==> src/rtl/assert_macros.svh <==
// Assertion macros included by the top-level RTL file.
`ifndef ASSERT_MACROS_SVH
`define ASSERT_MACROS_SVH

// Check that a condition holds whenever reset is released.
`define ASSERT_ALWAYS(label, clk, rstn, cond) \
    label: assert property (@(posedge clk) disable iff (!(rstn)) (cond)) \
        else $error("assertion failed");

// Check that the antecedent implies the consequent in the same cycle.
`define ASSERT_IMPLIES(label, clk, rstn, ante, cons) \
    label: assert property (@(posedge clk) disable iff (!(rstn)) (ante) |-> (cons)) \
        else $error("assertion failed");

// Check that the antecedent implies the consequent in the next cycle.
`define ASSERT_NEXT(label, clk, rstn, ante, cons) \
    label: assert property (@(posedge clk) disable iff (!(rstn)) (ante) |=> (cons)) \
        else $error("assertion failed");

`endif

==> src/rtl/lms_pkg.sv <==
// Types and constants for the LED matrix scan controller.
package lms_pkg;

    localparam int COLS          = 4;
    localparam int ROWS          = 16;
    localparam int GROUPS        = 3;
    localparam int ROW_CHAIN_LEN = 16;

    localparam int DATA_W    = 8;
    localparam int ADDR_W    = 8;
    localparam int OP_W      = 2;
    localparam int ROW_W     = 4;
    localparam int BIT_W     = $clog2(DATA_W);
    localparam int CHAIN_W   = $clog2(ROW_CHAIN_LEN);
    localparam int COL_W     = (COLS > 1) ? $clog2(COLS) : 1;
    localparam int GRP_BYTES = ROWS * COLS;
    localparam int BUF_BYTES = GROUPS * GRP_BYTES;
    localparam int GRP_AW    = $clog2(GRP_BYTES);
    localparam int RAM_DEPTH = 2 * GRP_BYTES;
    localparam int RAM_AW    = $clog2(RAM_DEPTH);

    localparam logic [OP_W-1:0] OP_TICK  = 2'd0;
    localparam logic [OP_W-1:0] OP_WRITE = 2'd1;
    localparam logic [OP_W-1:0] OP_SWAP  = 2'd2;

    typedef struct packed {
        logic [OP_W-1:0]   operation;
        logic [ADDR_W-1:0] address;
        logic [DATA_W-1:0] data;
    } item_t;

    typedef struct packed {
        logic chain;
        logic row_bit;
        logic col_bit_a;
        logic col_bit_b;
        logic col_bit_c;
        logic latch;
        logic last;
    } result_t;

    typedef logic [GROUPS-1:0][DATA_W-1:0] grp_bytes_t;

    typedef struct packed {
        logic              clear;
        logic [RAM_AW-1:0] clr_addr;
        logic              wr_en;
        logic [ADDR_W-1:0] wr_addr;
        logic [DATA_W-1:0] wr_data;
        logic              back_sel;
        logic              rd_en;
        logic [ROW_W-1:0]  rd_row;
        logic [COL_W-1:0]  rd_col;
        logic              front_sel;
    } fb_ctrl_t;

    typedef struct packed {
        logic load;
        logic shift;
    } col_ctrl_t;

endpackage

==> src/rtl/lms_ram.sv <==
// Generic single-port-write, registered-read RAM.
module lms_ram #(
    parameter int WIDTH = 8,
    parameter int DEPTH = 128
) (
    input  logic                     aclk,
    input  logic                     wr_en,
    input  logic [$clog2(DEPTH)-1:0] wr_addr,
    input  logic [WIDTH-1:0]         wr_data,
    input  logic                     rd_en,
    input  logic [$clog2(DEPTH)-1:0] rd_addr,
    output logic [WIDTH-1:0]         rd_data
);

    logic [WIDTH-1:0] mem [DEPTH];
    logic [WIDTH-1:0] rd_data_reg;

    always_ff @(posedge aclk) begin
        if (wr_en) begin
            mem[wr_addr] <= wr_data;
        end
        if (rd_en) begin
            rd_data_reg <= mem[rd_addr];
        end
    end

    assign rd_data = rd_data_reg;

endmodule

==> src/rtl/lms_fbuf.sv <==
// Front and back frame buffers: one RAM per row group, write decode and scan reads.
module lms_fbuf (
    input  logic               aclk,
    input  lms_pkg::fb_ctrl_t  ctrl,
    output lms_pkg::grp_bytes_t rd_bytes
);

    logic [lms_pkg::GROUPS-1:0] grp_hit;
    logic [lms_pkg::GRP_AW-1:0] wr_off;
    logic [lms_pkg::RAM_AW-1:0] wr_ram_addr;
    logic [lms_pkg::RAM_AW-1:0] rd_idx;
    logic [lms_pkg::RAM_AW-1:0] rd_ram_addr;

    always_comb begin
        grp_hit = '0;
        wr_off  = lms_pkg::GRP_AW'(ctrl.wr_addr);
        if (ctrl.wr_addr < lms_pkg::ADDR_W'(lms_pkg::GRP_BYTES)) begin
            grp_hit[0] = 1'b1;
        end else if (ctrl.wr_addr < lms_pkg::ADDR_W'(2 * lms_pkg::GRP_BYTES)) begin
            grp_hit[1] = 1'b1;
            wr_off = lms_pkg::GRP_AW'(ctrl.wr_addr - lms_pkg::ADDR_W'(lms_pkg::GRP_BYTES));
        end else if (ctrl.wr_addr < lms_pkg::ADDR_W'(lms_pkg::BUF_BYTES)) begin
            grp_hit[2] = 1'b1;
            wr_off = lms_pkg::GRP_AW'(ctrl.wr_addr
                                      - lms_pkg::ADDR_W'(2 * lms_pkg::GRP_BYTES));
        end
    end

    assign wr_ram_addr = ctrl.back_sel
                       ? lms_pkg::RAM_AW'(wr_off) + lms_pkg::RAM_AW'(lms_pkg::GRP_BYTES)
                       : lms_pkg::RAM_AW'(wr_off);

    assign rd_idx = lms_pkg::RAM_AW'(lms_pkg::RAM_AW'(ctrl.rd_row)
                                     * lms_pkg::RAM_AW'(lms_pkg::COLS))
                  + lms_pkg::RAM_AW'(ctrl.rd_col);

    assign rd_ram_addr = ctrl.front_sel
                       ? rd_idx + lms_pkg::RAM_AW'(lms_pkg::GRP_BYTES)
                       : rd_idx;

    for (genvar gi = 0; gi < lms_pkg::GROUPS; gi++) begin : g_grp
        logic                        ram_we;
        logic [lms_pkg::RAM_AW-1:0]  ram_waddr;
        logic [lms_pkg::DATA_W-1:0]  ram_wdata;

        assign ram_we    = ctrl.clear | (ctrl.wr_en & grp_hit[gi]);
        assign ram_waddr = ctrl.clear ? ctrl.clr_addr : wr_ram_addr;
        assign ram_wdata = ctrl.clear ? '0 : ctrl.wr_data;

        lms_ram #(
            .WIDTH (lms_pkg::DATA_W),
            .DEPTH (lms_pkg::RAM_DEPTH)
        ) u_ram (
            .aclk    (aclk),
            .wr_en   (ram_we),
            .wr_addr (ram_waddr),
            .wr_data (ram_wdata),
            .rd_en   (ctrl.rd_en),
            .rd_addr (rd_ram_addr),
            .rd_data (rd_bytes[gi])
        );
    end

endmodule

==> src/rtl/lms_colshift.sv <==
// Column shift registers: one byte per row group, shifted out MSB first.
module lms_colshift (
    input  logic                       aclk,
    input  lms_pkg::col_ctrl_t         ctrl,
    input  lms_pkg::grp_bytes_t        din,
    output logic [lms_pkg::GROUPS-1:0] col_bits
);

    lms_pkg::grp_bytes_t sh_reg;
    lms_pkg::grp_bytes_t sh_next;

    always_comb begin
        sh_next = sh_reg;
        if (ctrl.load) begin
            sh_next = din;
        end else if (ctrl.shift) begin
            for (int g = 0; g < lms_pkg::GROUPS; g++) begin
                sh_next[g] = {sh_reg[g][lms_pkg::DATA_W-2:0], 1'b0};
            end
        end
    end

    always_ff @(posedge aclk) begin
        sh_reg <= sh_next;
    end

    for (genvar gi = 0; gi < lms_pkg::GROUPS; gi++) begin : g_bit
        assign col_bits[gi] = sh_reg[gi][lms_pkg::DATA_W-1];
    end

endmodule

==> src/rtl/led_matrix_scan_double_buffer.sv <==
// LED matrix scan controller top level with double-buffered frame store.
// Tick: 32 + 8*COLS shift steps (64 here), one per cycle while the receiver is not stalling.
// Write and swap transactions emit nothing; a tick emits all its steps before the next item is taken.
// Pace is set by the serial row and column shift chains, one bit per cycle when not stalled.
// Reset: clearing pass over all 2*ROWS*COLS (128) frame RAM addresses, no input taken meanwhile.
`include "assert_macros.svh"

module led_matrix_scan_double_buffer (
    input  logic             aclk,
    input  logic             aresetn,
    input  logic             s_valid,
    output logic             s_ready,
    input  lms_pkg::item_t   s_data,
    output logic             m_valid,
    input  logic             m_ready,
    output lms_pkg::result_t m_data
);

    typedef enum logic [2:0] {
        ST_CLEAR,
        ST_IDLE,
        ST_BLANK,
        ST_COLS,
        ST_SELECT
    } state_t;

    state_t                              state_reg, state_next;
    logic [lms_pkg::RAM_AW-1:0]          clr_cnt_reg, clr_cnt_next;
    logic [lms_pkg::CHAIN_W-1:0]         step_cnt_reg, step_cnt_next;
    logic [lms_pkg::COL_W-1:0]           col_cnt_reg, col_cnt_next;
    logic [lms_pkg::BIT_W-1:0]           bit_cnt_reg, bit_cnt_next;
    logic [lms_pkg::ROW_CHAIN_LEN-1:0]   row_sr_reg, row_sr_next;
    logic [lms_pkg::ROW_W-1:0]           scan_row_reg, scan_row_next;
    logic                                front_reg, front_next;
    logic                                swap_pending_reg, swap_pending_next;
    logic                                m_valid_reg, m_valid_next;
    lms_pkg::result_t                    m_data_reg, m_data_next;

    lms_pkg::fb_ctrl_t                   fb_ctrl;
    lms_pkg::col_ctrl_t                  col_ctrl;
    lms_pkg::grp_bytes_t                 rd_bytes;
    logic [lms_pkg::GROUPS-1:0]          col_bits;
    logic                                advance;
    logic [lms_pkg::ROW_W:0]             row_inc;

    lms_fbuf u_fbuf (
        .aclk     (aclk),
        .ctrl     (fb_ctrl),
        .rd_bytes (rd_bytes)
    );

    lms_colshift u_colshift (
        .aclk     (aclk),
        .ctrl     (col_ctrl),
        .din      (rd_bytes),
        .col_bits (col_bits)
    );

    assign advance = !m_valid_reg || m_ready;
    assign row_inc = {1'b0, scan_row_reg} + (lms_pkg::ROW_W + 1)'(1);

    always_comb begin
        state_next        = state_reg;
        clr_cnt_next      = clr_cnt_reg;
        step_cnt_next     = step_cnt_reg;
        col_cnt_next      = col_cnt_reg;
        bit_cnt_next      = bit_cnt_reg;
        row_sr_next       = row_sr_reg;
        scan_row_next     = scan_row_reg;
        front_next        = front_reg;
        swap_pending_next = swap_pending_reg;
        m_valid_next      = m_valid_reg;
        m_data_next       = m_data_reg;

        fb_ctrl.clear     = 1'b0;
        fb_ctrl.clr_addr  = clr_cnt_reg;
        fb_ctrl.wr_en     = 1'b0;
        fb_ctrl.wr_addr   = s_data.address;
        fb_ctrl.wr_data   = s_data.data;
        fb_ctrl.back_sel  = ~front_reg;
        fb_ctrl.rd_en     = 1'b0;
        fb_ctrl.rd_row    = scan_row_reg;
        fb_ctrl.rd_col    = lms_pkg::COL_W'(lms_pkg::COLS - 1);
        fb_ctrl.front_sel = front_reg;

        col_ctrl.load     = 1'b0;
        col_ctrl.shift    = 1'b0;

        if (m_valid_reg && m_ready) begin
            m_valid_next = 1'b0;
        end

        case (state_reg)
            ST_CLEAR: begin
                fb_ctrl.clear = 1'b1;
                clr_cnt_next  = clr_cnt_reg + lms_pkg::RAM_AW'(1);
                if (clr_cnt_reg == lms_pkg::RAM_AW'(lms_pkg::RAM_DEPTH - 1)) begin
                    state_next = ST_IDLE;
                end
            end
            ST_IDLE: begin
                if (s_valid) begin
                    case (s_data.operation)
                        lms_pkg::OP_TICK: begin
                            state_next    = ST_BLANK;
                            step_cnt_next = lms_pkg::CHAIN_W'(lms_pkg::ROW_CHAIN_LEN - 1);
                            row_sr_next   = '0;
                            fb_ctrl.rd_en = 1'b1;
                        end
                        lms_pkg::OP_WRITE: begin
                            fb_ctrl.wr_en = 1'b1;
                        end
                        lms_pkg::OP_SWAP: begin
                            swap_pending_next = 1'b1;
                        end
                        default: begin
                        end
                    endcase
                end
            end
            ST_BLANK: begin
                if (advance) begin
                    m_valid_next           = 1'b1;
                    m_data_next.chain      = 1'b0;
                    m_data_next.row_bit    = row_sr_reg[lms_pkg::ROW_CHAIN_LEN-1];
                    m_data_next.col_bit_a  = 1'b1;
                    m_data_next.col_bit_b  = 1'b1;
                    m_data_next.col_bit_c  = 1'b1;
                    m_data_next.latch      = (step_cnt_reg == '0);
                    m_data_next.last       = 1'b0;
                    row_sr_next            = {row_sr_reg[lms_pkg::ROW_CHAIN_LEN-2:0], 1'b0};
                    step_cnt_next          = step_cnt_reg - lms_pkg::CHAIN_W'(1);
                    if (step_cnt_reg == '0) begin
                        state_next    = ST_COLS;
                        col_ctrl.load = 1'b1;
                        col_cnt_next  = lms_pkg::COL_W'(lms_pkg::COLS - 1);
                        bit_cnt_next  = lms_pkg::BIT_W'(lms_pkg::DATA_W - 1);
                        if (lms_pkg::COLS > 1) begin
                            fb_ctrl.rd_en  = 1'b1;
                            fb_ctrl.rd_col = lms_pkg::COL_W'(lms_pkg::COLS - 2);
                        end
                    end
                end
            end
            ST_COLS: begin
                if (advance) begin
                    m_valid_next           = 1'b1;
                    m_data_next.chain      = 1'b1;
                    m_data_next.row_bit    = 1'b0;
                    m_data_next.col_bit_a  = ~col_bits[0];
                    m_data_next.col_bit_b  = ~col_bits[1];
                    m_data_next.col_bit_c  = ~col_bits[2];
                    m_data_next.latch      = (col_cnt_reg == '0) && (bit_cnt_reg == '0);
                    m_data_next.last       = 1'b0;
                    if (bit_cnt_reg != '0) begin
                        col_ctrl.shift = 1'b1;
                        bit_cnt_next   = bit_cnt_reg - lms_pkg::BIT_W'(1);
                    end else if (col_cnt_reg != '0) begin
                        col_ctrl.load = 1'b1;
                        col_cnt_next  = col_cnt_reg - lms_pkg::COL_W'(1);
                        bit_cnt_next  = lms_pkg::BIT_W'(lms_pkg::DATA_W - 1);
                        if (col_cnt_reg > lms_pkg::COL_W'(1)) begin
                            fb_ctrl.rd_en  = 1'b1;
                            fb_ctrl.rd_col = col_cnt_reg - lms_pkg::COL_W'(2);
                        end
                    end else begin
                        state_next    = ST_SELECT;
                        step_cnt_next = lms_pkg::CHAIN_W'(lms_pkg::ROW_CHAIN_LEN - 1);
                        row_sr_next   = lms_pkg::ROW_CHAIN_LEN'(1) << scan_row_reg;
                    end
                end
            end
            ST_SELECT: begin
                if (advance) begin
                    m_valid_next           = 1'b1;
                    m_data_next.chain      = 1'b0;
                    m_data_next.row_bit    = row_sr_reg[lms_pkg::ROW_CHAIN_LEN-1];
                    m_data_next.col_bit_a  = 1'b1;
                    m_data_next.col_bit_b  = 1'b1;
                    m_data_next.col_bit_c  = 1'b1;
                    m_data_next.latch      = (step_cnt_reg == '0);
                    m_data_next.last       = (step_cnt_reg == '0);
                    row_sr_next            = {row_sr_reg[lms_pkg::ROW_CHAIN_LEN-2:0], 1'b0};
                    step_cnt_next          = step_cnt_reg - lms_pkg::CHAIN_W'(1);
                    if (step_cnt_reg == '0) begin
                        state_next = ST_IDLE;
                        if (row_inc >= (lms_pkg::ROW_W + 1)'(lms_pkg::ROWS)) begin
                            scan_row_next = '0;
                            if (swap_pending_reg) begin
                                swap_pending_next = 1'b0;
                                front_next        = ~front_reg;
                            end
                        end else begin
                            scan_row_next = lms_pkg::ROW_W'(row_inc);
                        end
                    end
                end
            end
            default: begin
                state_next = ST_IDLE;
            end
        endcase
    end

    always_ff @(posedge aclk) begin
        if (!aresetn) begin
            state_reg        <= ST_CLEAR;
            clr_cnt_reg      <= '0;
            scan_row_reg     <= '0;
            front_reg        <= 1'b0;
            swap_pending_reg <= 1'b0;
            m_valid_reg      <= 1'b0;
        end else begin
            state_reg        <= state_next;
            clr_cnt_reg      <= clr_cnt_next;
            scan_row_reg     <= scan_row_next;
            front_reg        <= front_next;
            swap_pending_reg <= swap_pending_next;
            m_valid_reg      <= m_valid_next;
        end
        step_cnt_reg <= step_cnt_next;
        col_cnt_reg  <= col_cnt_next;
        bit_cnt_reg  <= bit_cnt_next;
        row_sr_reg   <= row_sr_next;
        m_data_reg   <= m_data_next;
    end

    assign s_ready = (state_reg == ST_IDLE);
    assign m_valid = m_valid_reg;
    assign m_data  = m_data_reg;

    `ASSERT_IMPLIES(a_no_output_in_clear, aclk, aresetn, state_reg == ST_CLEAR, !m_valid_reg)
    `ASSERT_IMPLIES(a_col_step_fields, aclk, aresetn, m_valid_reg && m_data_reg.chain,
                    !m_data_reg.row_bit && !m_data_reg.last)
    `ASSERT_IMPLIES(a_last_on_row_latch, aclk, aresetn, m_valid_reg && m_data_reg.last,
                    m_data_reg.latch && !m_data_reg.chain)
    `ASSERT_NEXT(a_hold_valid, aclk, aresetn, m_valid_reg && !m_ready, m_valid_reg)

endmodule

==> config.mk <==
export PLATFORM = sky130hd
export DESIGN_NAME = led_matrix_scan_double_buffer
export DESIGN_NICKNAME = d
export VERILOG_FILES = /design/src/rtl/lms_pkg.sv /design/src/rtl/lms_ram.sv /design/src/rtl/lms_fbuf.sv /design/src/rtl/lms_colshift.sv /design/src/rtl/led_matrix_scan_double_buffer.sv
export VERILOG_INCLUDE_DIRS = /design/src /design/src/rtl
export SDC_FILE = /design/constraint.sdc
export NUM_CORES = 2
export LEC_CHECK = 0
export BUFFER_PORTS_ARGS = -buffer_cell sky130_fd_sc_hd__buf_2
export CAP_MARGIN = 15
export CORE_ASPECT_RATIO = 0.75
export CORE_UTILIZATION = 40
export DETAILED_ROUTE_END_ITERATION = 10
export PLACE_DENSITY_LB_ADDON = 0.05
export SYNTH_ARGS = -nofsm -noshare
export SYNTH_HDL_FRONTEND = slang
export SYNTH_SLANG_ARGS = --single-unit
export TNS_END_PERCENT = 100
==> constraint.sdc <==
create_clock -name aclk -period 23.8 [get_ports aclk]
set_clock_uncertainty 0.15 [all_clocks]
set_input_delay 4.76 -clock aclk [delete_from_list [all_inputs] [get_ports aclk]]
set_output_delay 4.76 -clock aclk [all_outputs]
set_load 0.1 [all_outputs]
==> metrics.txt <==
starting density of the core=0.404; final worst-path cycle share=0.448; die width=649 um; CTS clock-pin slew for the worst setup and hold paths=0.06 ns; WHS Endpoint=swap_pending_reg; grt peak-use layer=met1; H-tree depth=5; Pre-antenna DRT Iters=5; fmax=0.0937 GHz; RSZ-0062 raised after global routing=false; Syn Area/Cell=15.3 um^2; CTS tree=done; synth unique cells=77; Total Routing Usage GR=0.287; CTS sink cnt=3169; Post-CTS Hold Buffers=0; pre-CTS setup slack=12.34 ns; fin nets=8628; Register-to-Register Path Depth=14; WL final=461 mm; sequential fraction of the synthesis area=0.757; critical path class=in2reg; setup TNS=0 ns; met3 Use GR=0.0568; initial antenna violation count=47; final hold vios=0; ANT nets after route=0; pin count of the biggest net entering global routing=193; number of global-route vias before repair=73400; first-pass GRT wire length=630 mm; delay-heaviest family, CP=buffers and inverters; most common cell after layout, fill and taps aside=edfxtp_1; #FFs+latches synth=3169; WP data arrival=11.16 ns; Critical R2R Capture=u_fbuf.g_grp[2].u_ram.rd_data[7]; share of cells above drive strength 1=0.164; YS warnings=0; placeable core area=311000 um^2; met1 Track Usage GR=0.448; # Max-Cap Violations=0; Slew @ Worst Pin=1.31 ns; TritonCTS buffer count=326; latest clock arrival within the worst-skew pair=0.90 ns; clock buffer depth=4; Final min period=10.67 ns; Net Count, Synth=8266; Post-DP HPWL=284 mm; Netlist Area Pre-Place=126000 um^2; min setup slack post-route=13.13 ns; Worst path slowest cell=buf_4; Avg WL per Cell=35.6 um; GR Overflow Total=0; crit path buf inv count=5; Layout Area Growth over Synthesis=14.1%; most frequent cells in the layout=edfxtp_1 (3152), nand2_1 (1730), buf_4 (561), nand3_1 (448), nor3_1 (346); final setup violation count=0; WHS Path Cells=2; I/O Pins=31; critical path required time=24.29 ns; row count=177; RR Startpoint=step_cnt_reg[0]; Layout Utilization=0.460; Leak=46.9 nW; vias per inst=6.05; Die Ht=487 um; First DRT Iteration DRCs=10900; DRC=0; worst min path class=reg2reg; die area=316000 um^2; Hold Crit Start=swap_pending_reg; Mapped Cells=8229; Power Dens Cells=77.5 nW/um^2; via count=78300; Root Buffer=clkbuf_16; crit path launch type=primary input; I/O Buffers=30; Crit Path Max Fanout=103; Crit. End Element=register; critical path's largest stage delay=0.71 ns; GPL Wtd Cong=0.839; status=completed; FILL cells=27200; Largest register FFs=3072; Resize count post-CTS=0; Async SR Flop Fraction=0; CP most frequent cell=buf_4; Cell Chain, Critical Path=buf_2, and2b_2, nor3_1, o21a_4, buf_12, buf_4, buf_4, buf_4, mux4_2, a211o_1, a31oi_1, o2111ai_1, o31a_1; Final Max Tran Viols=0; Reg2Reg Setup Slack=16.50 ns; worst vdd ir=54.7 uV; Top FF cell, synth=edfxtp_1; met2 GRT Util=0.413; Slew HR=0.106; setup repair bufs after CTS=0; Post-synth EDFFs=3152
synth_stat cells, drive strengths merged (24+ instances only):
library cell / instances / share of area
a2111oi: 34 / 0.0024
a211oi: 74 / 0.0044
a21oi: 250 / 0.010
a22oi: 66 / 0.0039
a311oi: 44 / 0.0031
a31oi: 133 / 0.0066
a32oi: 88 / 0.0061
and3: 134 / 0.0067
buf: 304 / 0.015
clkbuf: 277 / 0.0083
edfxtp: 3152 / 0.75
mux2: 24 / 0.0022
mux2i: 215 / 0.017
mux4: 224 / 0.040
nand2: 1747 / 0.052
nand3: 448 / 0.018
nand4: 49 / 0.0024
nor2: 102 / 0.0030
nor3: 422 / 0.017
o21ai: 60 / 0.0024
o22ai: 54 / 0.0027
cells by family after synthesis:
group / share of synthesized area
adder cells (fa/ha/maj): 0.00149
buffers and inverters: 0.0232
XOR/XNOR: 0.000628
multiplexers: 0.0595
AND/OR/NAND/NOR: 0.105
flip-flops: 0.757
AO/OA/AOI/OAI: 0.0539
worst min-delay path: cells and delay by family (launching register included):
| family | cells | cell delay, ns |
|---|---|---|
| flip-flops | 1 | 0.31 |
| AO/OA/AOI/OAI | 2 | 0.13 |
report_power, final:
part	total, mW	internal, mW	switching (mW)	leakage, nW
Combinational	0.0870	0.0148	0.0722	14.5
Clock	4.95	2.78	2.17	4.84
Sequential	6.06	6.06	0.00432	27.5
final cells by class:
class	instances	area, um^2	area share
antenna	10	25.0	0.000175
clock buffer	407	8570	0.0598
clock inverter	162	1310	0.00912
inverter	11	46.3	0.000323
multi-input combinational	4468	28500	0.199
sequential	3169	95000	0.663
tap	4117	5150	0.0360
timing repair buffer	615	4690	0.0327
through the flow:
stage          power [mW]  instance area, um^2  std cells  hold slack, ns
2_1_floorplan        6.21               126000       8229           0.306
4_1_cts              11.2               143000      12900           0.353
3_3_place_gp         6.27               133000      12400           0.335
3_5_place_dp         6.27               133000      12400           0.343
6_report             11.1               143000      13000           0.349
5_1_grt              11.4               143000      13000           0.408
worst max path at each step:
stage	depth (start not counted)	start	to	slack, ns
final	13	m_ready	u_fbuf.g_grp[2].u_ram.rd_data[7]	13.13
after global routing	13	m_ready	u_fbuf.g_grp[2].u_ram.rd_data[7]	12.86
after CTS	13	m_ready	u_fbuf.g_grp[2].u_ram.rd_data[7]	13.28
after detailed placement	13	m_ready	u_fbuf.g_grp[2].u_ram.rd_data[7]	12.34
after global placement	14	m_ready	u_fbuf.g_grp[1].u_ram.rd_data[5]	11.83
after floorplan	1	s_data[0]	u_fbuf.g_grp[0].u_ram.mem[0][0]	12.86
routing by layer:
metal / wire (um) / vias up
met3: 43300 / 511
met2: 196000 / 3771
met1: 212000 / 41500
met5: 49 / -
li1: - / 32500
met4: 9840 / 8
(Power assumes the default switching activity.)
